<file path="src/rtl/spectrum_bar_wand_display_unit_macros.svh">
// Assertion macros shared by the display unit.
`ifndef SPECTRUM_BAR_WAND_DISPLAY_UNIT_MACROS_SVH
`define SPECTRUM_BAR_WAND_DISPLAY_UNIT_MACROS_SVH

`ifndef ASSERT_OFF
`define SBWD_ASSERT_HOLD(label, clk, rst_n, cond, expr) \
    label: assert property (@(posedge clk) disable iff (!rst_n) (cond) |-> (expr)) \
        else $error("assertion failed");
`define SBWD_ASSERT_NEXT(label, clk, rst_n, cond, expr) \
    label: assert property (@(posedge clk) disable iff (!rst_n) (cond) |=> (expr)) \
        else $error("assertion failed");
`else
`define SBWD_ASSERT_HOLD(label, clk, rst_n, cond, expr)
`define SBWD_ASSERT_NEXT(label, clk, rst_n, cond, expr)
`endif

`endif

</file>
<file path="src/rtl/sbwd_pkg.sv">
package sbwd_pkg;

    localparam int COLUMN_COUNT = 16;
    localparam int COL_W = $clog2(COLUMN_COUNT);

    localparam logic [15:0] DECAY_RATE_RESET = 16'd14285;
    localparam logic [19:0] US_MAX = 20'd1000000;
    localparam logic [35:0] ROUND_UP = 36'd999999;

    // The divide by one million is a shift right by six and a multiply by the rounded-up
    // reciprocal of 15625; the quotient is exact for every numerator below 2^36.
    localparam logic [30:0] DEC_RECIP = 31'd1125899907;
    localparam int DEC_SHIFT = 44;

    localparam logic [7:0] BAND_EDGE [COLUMN_COUNT] = '{
        8'd0, 8'd1, 8'd2, 8'd3, 8'd5, 8'd7, 8'd10, 8'd14,
        8'd20, 8'd28, 8'd40, 8'd54, 8'd74, 8'd101, 8'd137, 8'd187
    };

    localparam logic [6:0] LEVEL_EDGE [8] = '{
        7'd2, 7'd3, 7'd4, 7'd5, 7'd8, 7'd11, 7'd16, 7'd24
    };

    typedef enum logic [5:0] {
        ST_IDLE   = 6'b000001,
        ST_SAMPLE = 6'b000010,
        ST_MUL    = 6'b000100,
        ST_DIV    = 6'b001000,
        ST_LEVEL  = 6'b010000,
        ST_EMIT   = 6'b100000
    } state_t;

    // Returns COLUMN_COUNT for a bin that is not displayed.
    function automatic logic [COL_W:0] bin_to_column(input logic [7:0] bin);
        logic [COL_W:0] col;
        col = (COL_W + 1)'(COLUMN_COUNT);
        for (int c = COLUMN_COUNT - 1; c >= 0; c--) begin
            if (bin <= BAND_EDGE[c]) begin
                col = (COL_W + 1)'(c);
            end
        end
        return col;
    endfunction

    function automatic logic [3:0] peak_to_level(input logic [14:0] peak);
        logic [3:0] lvl;
        lvl = 4'd0;
        for (int k = 0; k < 8; k++) begin
            if (peak[14:8] >= LEVEL_EDGE[k]) begin
                lvl = lvl + 4'd1;
            end
        end
        return lvl;
    endfunction

    function automatic logic [7:0] level_dot(input logic [3:0] lvl);
        logic [7:0] d;
        d = 8'h00;
        if (lvl != 4'd0 && lvl <= 4'd8) begin
            d = 8'h80 >> (lvl - 4'd1);
        end
        return d;
    endfunction

endpackage

</file>
<file path="src/rtl/spectrum_bar_wand_display_unit.sv">
// A sample is accepted, and its column peak is updated in the next cycle.
// A tick runs through its acceptance, one multiply, one reciprocal multiply
// for the divide by one million, the level and decay of the 16 columns in turn through the shared column unit,
// and 16 output items, one per cycle while m_tready stays high. No item is accepted meanwhile.
// Reset clears the control state and all column peaks at once and sets decay_rate to 14285.
`include "spectrum_bar_wand_display_unit_macros.svh"

module spectrum_bar_wand_display_unit (
    input  logic        clk,
    input  logic        rst_n,
    input  logic        cfg_we,
    input  logic [15:0] cfg_wdata,
    input  logic        s_tvalid,
    output logic        s_tready,
    input  logic [47:0] s_tdata,   // bin_index[7:0], magnitude[23:8], elapsed_us[43:24]
    input  logic        s_tuser,   // cmd
    output logic        m_tvalid,
    input  logic        m_tready,
    output logic [15:0] m_tdata,   // column_index[3:0], pattern[11:4]
    output logic        m_tlast
);

    localparam int CW = sbwd_pkg::COL_W;

    sbwd_pkg::state_t state_reg, state_next;
    logic [CW-1:0] cnt_reg, cnt_next;
    logic [15:0]   decay_rate_reg;
    logic [7:0]    bin_reg;
    logic [15:0]   mag_reg;
    logic [19:0]   us_reg;
    logic [35:0]   num_reg, num_next;
    logic [15:0]   dec_reg, dec_next;
    logic [7:0]    sum_reg, sum_next;
    logic          m_tvalid_reg, m_tvalid_next;
    logic [15:0]   m_tdata_reg;
    logic          m_tlast_reg;
    logic [14:0]   peak_reg [sbwd_pkg::COLUMN_COUNT];
    logic [3:0]    level_reg [sbwd_pkg::COLUMN_COUNT];

    logic          in_fire;
    logic          out_free;
    logic [19:0]   us_in;
    logic [35:0]   prod;
    logic [35:0]   num;
    logic [60:0]   recip_prod;
    logic [CW:0]   sample_col;
    logic [CW-1:0] peak_addr;
    logic [14:0]   peak_rd;
    logic [3:0]    lvl;
    logic [7:0]    lvl_add;
    logic          sample_wr;
    logic [14:0]   peak_decayed;
    logic [3:0]    mean;
    logic [7:0]    bar_mask;
    logic [7:0]    pattern;

    assign s_tready = (state_reg == sbwd_pkg::ST_IDLE);
    assign in_fire  = s_tvalid && s_tready;
    assign out_free = !m_tvalid_reg || m_tready;
    assign m_tvalid = m_tvalid_reg;
    assign m_tdata  = m_tdata_reg;
    assign m_tlast  = m_tlast_reg;

    assign us_in = (s_tdata[43:24] > sbwd_pkg::US_MAX) ? sbwd_pkg::US_MAX : s_tdata[43:24];

    assign prod = us_reg * decay_rate_reg;
    assign num  = prod + sbwd_pkg::ROUND_UP;

    assign recip_prod = num_reg[35:6] * sbwd_pkg::DEC_RECIP;

    assign sample_col = sbwd_pkg::bin_to_column(bin_reg);
    assign peak_addr  = (state_reg == sbwd_pkg::ST_SAMPLE) ? sample_col[CW-1:0] : cnt_reg;
    assign peak_rd    = peak_reg[peak_addr];
    assign sample_wr  = (state_reg == sbwd_pkg::ST_SAMPLE) && !sample_col[CW]
                        && !mag_reg[15] && (mag_reg[14:0] > peak_rd);

    assign lvl     = sbwd_pkg::peak_to_level(peak_rd);
    assign lvl_add = (cnt_reg < CW'(sbwd_pkg::COLUMN_COUNT / 4)) ? {3'b000, lvl, 1'b0}
                                                                  : {4'b0000, lvl};
    assign peak_decayed = ({1'b0, peak_rd} > dec_reg) ? (peak_rd - dec_reg[14:0]) : 15'd0;

    assign mean     = (sum_reg[7:4] > 4'd8) ? 4'd8 : sum_reg[7:4];
    assign bar_mask = ~(8'hFF >> mean);

    always_comb
    begin
        pattern = sbwd_pkg::level_dot(level_reg[cnt_reg]);
        if (mean != 4'd0)
        begin
            pattern = pattern ^ bar_mask;
        end
        else
        begin
            pattern = pattern ^ 8'h80;
            if (pattern == 8'h00)
            begin
                pattern = 8'h01;
            end
        end
    end

    always_comb
    begin
        state_next    = state_reg;
        cnt_next      = cnt_reg;
        num_next      = num_reg;
        dec_next      = dec_reg;
        sum_next      = sum_reg;
        m_tvalid_next = m_tvalid_reg && !m_tready;
        case (state_reg)
            sbwd_pkg::ST_IDLE:
            begin
                if (in_fire)
                begin
                    state_next = s_tuser ? sbwd_pkg::ST_MUL : sbwd_pkg::ST_SAMPLE;
                end
            end
            sbwd_pkg::ST_SAMPLE:
            begin
                state_next = sbwd_pkg::ST_IDLE;
            end
            sbwd_pkg::ST_MUL:
            begin
                num_next   = num;
                sum_next   = 8'd0;
                cnt_next   = '0;
                state_next = sbwd_pkg::ST_DIV;
            end
            sbwd_pkg::ST_DIV:
            begin
                dec_next   = recip_prod[sbwd_pkg::DEC_SHIFT +: 16];
                state_next = sbwd_pkg::ST_LEVEL;
            end
            sbwd_pkg::ST_LEVEL:
            begin
                sum_next = sum_reg + lvl_add;
                cnt_next = cnt_reg + 1'b1;
                if (cnt_reg == CW'(sbwd_pkg::COLUMN_COUNT - 1))
                begin
                    state_next = sbwd_pkg::ST_EMIT;
                end
            end
            sbwd_pkg::ST_EMIT:
            begin
                if (out_free)
                begin
                    m_tvalid_next = 1'b1;
                    cnt_next      = cnt_reg + 1'b1;
                    if (cnt_reg == CW'(sbwd_pkg::COLUMN_COUNT - 1))
                    begin
                        state_next = sbwd_pkg::ST_IDLE;
                    end
                end
            end
            default:
            begin
                state_next = sbwd_pkg::ST_IDLE;
            end
        endcase
    end

    always_ff @(posedge clk or negedge rst_n)
    begin
        if (!rst_n)
        begin
            state_reg      <= sbwd_pkg::ST_IDLE;
            cnt_reg        <= '0;
            m_tvalid_reg   <= 1'b0;
            decay_rate_reg <= sbwd_pkg::DECAY_RATE_RESET;
        end
        else
        begin
            state_reg    <= state_next;
            cnt_reg      <= cnt_next;
            m_tvalid_reg <= m_tvalid_next;
            if (cfg_we)
            begin
                decay_rate_reg <= cfg_wdata;
            end
        end
    end

    always_ff @(posedge clk)
    begin
        num_reg <= num_next;
        dec_reg <= dec_next;
        sum_reg <= sum_next;
        if (in_fire)
        begin
            bin_reg <= s_tdata[7:0];
            mag_reg <= s_tdata[23:8];
            us_reg  <= us_in;
        end
        if (state_reg == sbwd_pkg::ST_EMIT && out_free)
        begin
            m_tdata_reg <= {4'b0000, pattern, cnt_reg};
            m_tlast_reg <= (cnt_reg == CW'(sbwd_pkg::COLUMN_COUNT - 1));
        end
        if (state_reg == sbwd_pkg::ST_LEVEL)
        begin
            level_reg[cnt_reg] <= lvl;
        end
    end

    always_ff @(posedge clk or negedge rst_n)
    begin
        if (!rst_n)
        begin
            for (int i = 0; i < sbwd_pkg::COLUMN_COUNT; i++)
            begin
                peak_reg[i] <= 15'd0;
            end
        end
        else if (sample_wr)
        begin
            peak_reg[peak_addr] <= mag_reg[14:0];
        end
        else if (state_reg == sbwd_pkg::ST_LEVEL)
        begin
            peak_reg[peak_addr] <= peak_decayed;
        end
    end

    `SBWD_ASSERT_HOLD(a_last_on_final_column, clk, rst_n, m_tvalid && m_tlast, m_tdata[3:0] == 4'hF)
    `SBWD_ASSERT_NEXT(a_tick_starts_multiply, clk, rst_n, in_fire && s_tuser,
        state_reg == sbwd_pkg::ST_MUL)
    `SBWD_ASSERT_NEXT(a_levels_then_emit, clk, rst_n,
        state_reg == sbwd_pkg::ST_LEVEL && cnt_reg == CW'(sbwd_pkg::COLUMN_COUNT - 1),
        state_reg == sbwd_pkg::ST_EMIT && cnt_reg == '0)

endmodule

</file>
<file path="config.mk">
export PLATFORM = sky130hd
export DESIGN_NAME = spectrum_bar_wand_display_unit
export DESIGN_NICKNAME = d
export VERILOG_FILES = /design/src/rtl/sbwd_pkg.sv /design/src/rtl/spectrum_bar_wand_display_unit.sv
export VERILOG_INCLUDE_DIRS = /design/src /design/src/rtl
export SDC_FILE = /design/constraint.sdc
export NUM_CORES = 2
export LEC_CHECK = 0
export BUFFER_PORTS_ARGS = -buffer_cell sky130_fd_sc_hd__buf_2
export CAP_MARGIN = 20
export CORE_MARGIN = 2
export CORE_UTILIZATION = 53
export CTS_CLUSTER_SIZE = 40
export DETAILED_ROUTE_END_ITERATION = 7
export PLACE_DENSITY = 0.72
export SYNTH_ARGS = -nofsm -noshare
export SYNTH_HDL_FRONTEND = slang
export SYNTH_SLANG_ARGS = --single-unit
</file>
<file path="constraint.sdc">
create_clock -name clk -period 8.19 [get_ports clk]
set_input_delay 1.638 -clock clk [delete_from_list [all_inputs] [get_ports clk]]
set_output_delay 1.638 -clock clk [all_outputs]
set_load 0.005 [all_outputs]
</file>
### Word level (Yosys, flattened, before mapping)

Memory sizes are Yosys's and may differ from the RTL's.
Cells that the tools add are included.
W data, S select, Z words.

| storage, ports and cells | value |
|---|---|
| memories | 1 |
| output and inout bits | 19 |
| word-level logic and storage cells | 166 |
| register bits | 384 |
| bits in writable memories | 64 |
| bits of input ports | 70 |

Memories:

| name | depth | width | read ports | clocked after Yosys merged registers in | wr ports | RTL line | source |
|---|---|---|---|---|---|---|---|
| level_reg | 16 | 4 | 1 | 0 | 1 | spectrum_bar_wand_display_unit.sv:38 | `logic [3:0] level_reg [sbwd_pkg::COLUMN_COUNT];` |

| cells by class | value |
|---|---|
| $mul | 2 |
| shifts and indexed selects | 2 |
| reductions and logical operators | 21 |
| bitwise operators | 4 |
| $add $sub $neg | 12 |
| equality and inequality tests | 11 |
| mux-type cells | 53 |
| magnitude comparators | 32 |

Operators with widths:

| kind | count |
|---|---|
| $bwmux W240 | 2 |
| $mux W240 | 2 |
| $mux W5 | 17 |
| $bmux W15 S4 | 1 |
| $demux W15 S4 | 1 |
| $mul A30 B31 Y60 const B | 1 |
| $mux W15 | 4 |
| $mux W4 | 10 |
| $add A36 B20 Y36 const B | 1 |
| $mul A20 B16 Y36 | 1 |
| $add A4 B1 Y4 const B | 8 |
| $pmux W6 S5 | 1 |
| $mux W6 | 4 |
| $mux W8 | 3 |
| $gt A20 B20 Y1 const B | 1 |
| $gt A15 B16 Y1 | 1 |
| $le A8 B1 Y1 const B | 2 |
| $le A8 B2 Y1 const B | 2 |
| $le A8 B3 Y1 const B | 2 |
| $le A8 B4 Y1 const B | 2 |
| $le A8 B5 Y1 const B | 2 |
| $le A8 B6 Y1 const B | 2 |
| $le A8 B7 Y1 const B | 2 |
| $le A8 B8 Y1 const B | 2 |
| 40 further kinds | 63 |

### Logic depth before layout (Yosys ltp)

| logic depth | value |
|---|---|
| word-level depth | 41 |
| depth in mapped cells | 38 |
| depth with buffers taken out | 33 |

### Worst setup path after synthesis

Ideal clock, no wire load.

| path | value |
|---|---|
| path kind | register to register |
| from | reg bin_reg[5] |
| to | reg sum_reg[5] (data pin) |
| library setup time | 0.265 ns |
| stages on the path, launching flop included | 36 |
| setup slack | -0.009 ns |
| arrival | 7.933 ns |
| path buffers | 5 |
| cells stage by stage | edfxtp_1 buf_2 or4_4 nor3_2 a21o_1 buf_6 nor2_2 buf_6 mux2_1 a2111oi_0 and2_2 inv_2 nor4_4 buf_4 nand2_1 a21oi_1 ha_1 clkbuf_1 xor2_1 ha_1 o22a_1 ha_1 and2_1 a211oi_1 o22ai_1 ha_1 nor2_1 o31ai_1 mux2_2 ha_1 a21o_1 a21o_1 a21o_1 a21oi_1 xor2_1 nor2_1 |

| between the ends | value |
|---|---|
| word-level cells in the longest chain between the ends | 41 |

RTL lines:

| element | RTL line | source |
|---|---|---|
| from (decl) | spectrum_bar_wand_display_unit.sv:28 | `logic [7:0] bin_reg;` |
| from (signal assigned) | spectrum_bar_wand_display_unit.sv:190 | `bin_reg <= s_tdata[7:0];` |
| $le A8 B8 Y1 | sbwd_pkg.sv:38 | `if (bin <= BAND_EDGE[c]) begin` |
| $mux W5 (15 in series) | sbwd_pkg.sv:38 |  |
| $mux W5 * | sbwd_pkg.sv:38 |  |
| $mux W4 * | spectrum_bar_wand_display_unit.sv:72 | `assign peak_addr = (state_reg == sbwd_pkg::ST_SAMPLE) ? sample_col[CW-1:0] : cnt_reg;` |
| $not A4 Y5 (not written as such) * | spectrum_bar_wand_display_unit.sv:73 | `assign peak_rd = peak_reg[peak_addr];` |
| $bmux W15 S4 * | spectrum_bar_wand_display_unit.sv:73 |  |
| $mux W15 (not written as such) * (2 in series) | spectrum_bar_wand_display_unit.sv:73 |  |
| $ge A7 B2 Y1 | sbwd_pkg.sv:49 | `if (peak[14:8] >= LEVEL_EDGE[k]) begin` |
| [... 11 more ...] | -- |  |
| $add A4 B1 Y4 | sbwd_pkg.sv:50 | `lvl = lvl + 4'd1;` |
| $mux W4 | sbwd_pkg.sv:49 |  |
| $add A4 B1 Y4 | sbwd_pkg.sv:50 |  |
| $mux W4 * | sbwd_pkg.sv:49 |  |
| via lvl[1] | spectrum_bar_wand_display_unit.sv:49 | `logic [3:0] lvl;` |
| $mux W5 * | spectrum_bar_wand_display_unit.sv:78 | `assign lvl_add = (cnt_reg < CW'(sbwd_pkg::COLUMN_COUNT / 4)) ? {3'b000, lvl, 1'b0}` |
| $add A8 B5 Y8 * | spectrum_bar_wand_display_unit.sv:136 | `sum_next = sum_reg + lvl_add;` |
| $pmux W8 S2 * | spectrum_bar_wand_display_unit.sv:110 | `case (state_reg)` |
| to (signal assigned) | spectrum_bar_wand_display_unit.sv:187 | `sum_reg <= sum_next;` |
| to (decl) | spectrum_bar_wand_display_unit.sv:33 | `logic [7:0] sum_reg, sum_next;` |

Mark *: on every way through the listed nets, which the timed path passes. The rest lies on a longest branch. The select of a mux whose other input is x is not followed.
A chain may end at the register's enable or synchronous reset.

### Final worst setup path

| path | value |
|---|---|
| from | reg bin_reg[7] |
| to | reg sum_reg[6] (data pin) |

The elaborated chain is that of the path after synthesis.

==> results.yml <==
synth:
  synthAdderAreaFrac: 0.399
  async_flop_share: 0.604
  synth_area_leaders: "fa_1, dfrtp_1, ha_1"
  synthCells: 4396
  yosys_warnings: 0
  ys_ff_latch: 442
  synth_top_family_by_area: "adder cells"
  synth_largest_area_cell: "fa_1"
  yosys.area_share.xor_xnor: 0.0127
  synth-seq-area-share: 0.273
  yosys.area_share.simple: 0.124
  ys_types: 92
  avgSynthCellArea_um2: 9.95
  synth-edff-count: 175
  synthesis.area_mm2: 0.0437
  synth-main-ff-cell: "dfrtp_1"
  synth_compound_area_frac: 0.0810
  synthMuxAreaShare: 0.0254
  synth_top_area_frac: 0.260
timing:
  setup_viol: 0
  final_max_slew_viol_count: 0
  whs_ps: 479
  hold_violations: 0
  rsz0062_at_grt: "true"
  period_minus_slack_ps: 7970
  relSlewSlack: 0.221
  tightest_slew_ps: 1160
  post-route-period-util: 0.973
  setup_tns_ps: 0
  fmax_mhz: 126
  clock_skew_ps: 30.5
placement:
  dp.cells: 5458
  io_buffers: 80
  place.gp.congestion: 0.968
  detailed_place_hpwl_mm: 84.9
clock_tree:
  cts_buffers: 50
  hold_buffers: 0
  cts_tree: "built"
  cts_root_buf: "clkbuf_16"
  clock-sinks: 442
  path_clk_slew_ps: 60
  clkLatencyLatePin_ps: 630
  cts_buffer_depth: 3
  htreeDepth: 2
global_route:
  grt_use_met3: 0.0379
  grtUsageTotal: 0.268
  top_usage_layer: "met2"
  use_met2: 0.445
  grt.overflow.total: 0
  grt_pass1_vias: 32500
  met1_usage: 0.359
  grt_max_degree: 143
  grt_pass1_wl_mm: 178
  antenna_found_initial: 6
floorplan:
  start_util: 0.534
  chipWidth_um: 291
  num_rows: 105
  die_h_um: 291
  dieArea_mm2: 0.0848
  core_mm2: 0.0818
  ios: 89
worst_setup_path:
  setup.worst_path.class: "flop to flop"
  max_stage_delay_ps: 460
  cp-start-kind: "flop"
  critPathMaxFanout: 10
  slowest_stage: "edfxtp_1"
  critical_path_arrival_ps: 8330
  crit_path_end_kind: "flop"
  required_ps: 8550
  worst_path_most_repeated_cell: "ha_1"
finish:
  layout-drive-gt1-share: 0.100
  largest_register_ffs: 240
  stdcell_count: 5591
  final_util: 0.587
  nFillCells: 6867
  area.growth.synth_to_final_pct: 9.85
  final_nets: 5601
run:
  maxCapViolCount: 0
drt:
  ant_nets: 0
  dr_total_vias: 31300
  wl_mm: 111
  first_iter_violations: 2387
  drc: 0
  via_per_inst: 5.59
  wl_per_cell_um: 19.9
  dr.pass1.iters: 7
status:
  outcome: "complete, no violations"
min_path:
  hold_class: "flop to flop"
-- layout make-up --
class                   count  area [um^2]  share of cell area
well taps                1070         1340              0.0279
diodes                      1         2.50           0.0000521
flip-flops and latches    442        12000               0.249
multi-input cells        2979        28400               0.590
inverters                 782         2940              0.0611
clock inverters            32          547              0.0114
clock buffers              62         1350              0.0280
repair buffers            223         1570              0.0327
-- synth_stat cells, drive strengths merged (31+ instances only) --
library cell and count:
a21o 39, edfxtp 175, buf 31, ha 486, nor2 283, and2 133
nand3 96, inv 782, o21ai 191, clkbuf 165, nand2 501, xnor2 41
nor3 36, mux2i 40, dfrtp 256, fa 567, a21oi 218
-- per-stage QoR --
stage | cell area, um^2 | worst slack, ps
finish | 48000 | 223
global route | 48000 | -80.3
CTS | 47500 | 50.2
detailed placement | 45600 | -104
global placement | 45600 | 82.6
floorplan | 43800 | 273
-- routing by layer --
metal | wire length, um | share of wire
met5 | 0 | 0
met1 | 45800 | 0.41
met4 | 4570 | 0.041
met3 | 7770 | 0.070
met2 | 53100 | 0.48
-- worst paths after layout --
path / slack (ps) / start / endpoint / depth (start not counted)
setup reg to reg: 220 / bin_reg[7] / sum_reg[6] / 35
hold / removal: 480 / peak_reg[177] / peak_reg[177] / 2
setup / recovery: 220 / bin_reg[7] / sum_reg[6] / 35
max in group asynchronous: 5720 / rst_n / peak_reg[92] / 2
min in group asynchronous: 1090 / rst_n / peak_reg[102] / 1
hold reg to reg: 480 / peak_reg[177] / peak_reg[177] / 2
-- critical path, delay by kind of cell (launching register included) --
family	cells	cell delay, ps
AOI/OAI and AO/OA	10	1840
xor gates and xnor gates	3	780
adders and majority gates	5	1470
buffers and inverters	5	680
DFF	1	460
muxes	2	510
and+or+nand+nor	10	1930
-- cells by family after synthesis --
kind of cell / after synthesis
and+or+nand+nor: 1179
adders and majority gates: 1054
buffers and inverters: 978
AOI/OAI and AO/OA: 598
DFF: 442
muxes: 83
xor gates and xnor gates: 61
other: 1
-- repair_timing --
item,in CTS,in global routing
pin swaps,0,15
resized for setup,6,54
setup endpoints to repair,3,6
buffers inserted,0,31
-- cells in the final DEF, fill, tap and decap left out, types with 30 or more instances in the layout --
master / count
clkbuf_16: 51
a21o_1: 39
nand3_1: 87
fa_1: 563
dfrtp_1: 256
inv_1: 779
xnor2_1: 40
and2_1: 131
buf_2: 80
o21ai_0: 184
o21a_1: 30
a21oi_1: 213
edfxtp_1: 175
mux2i_1: 38
nor2_1: 274
buf_4: 131
ha_1: 483
nand2_1: 498
Power is not shown: default switching activity piles up to over one toggle a cycle in this logic, so the estimate is an artifact.
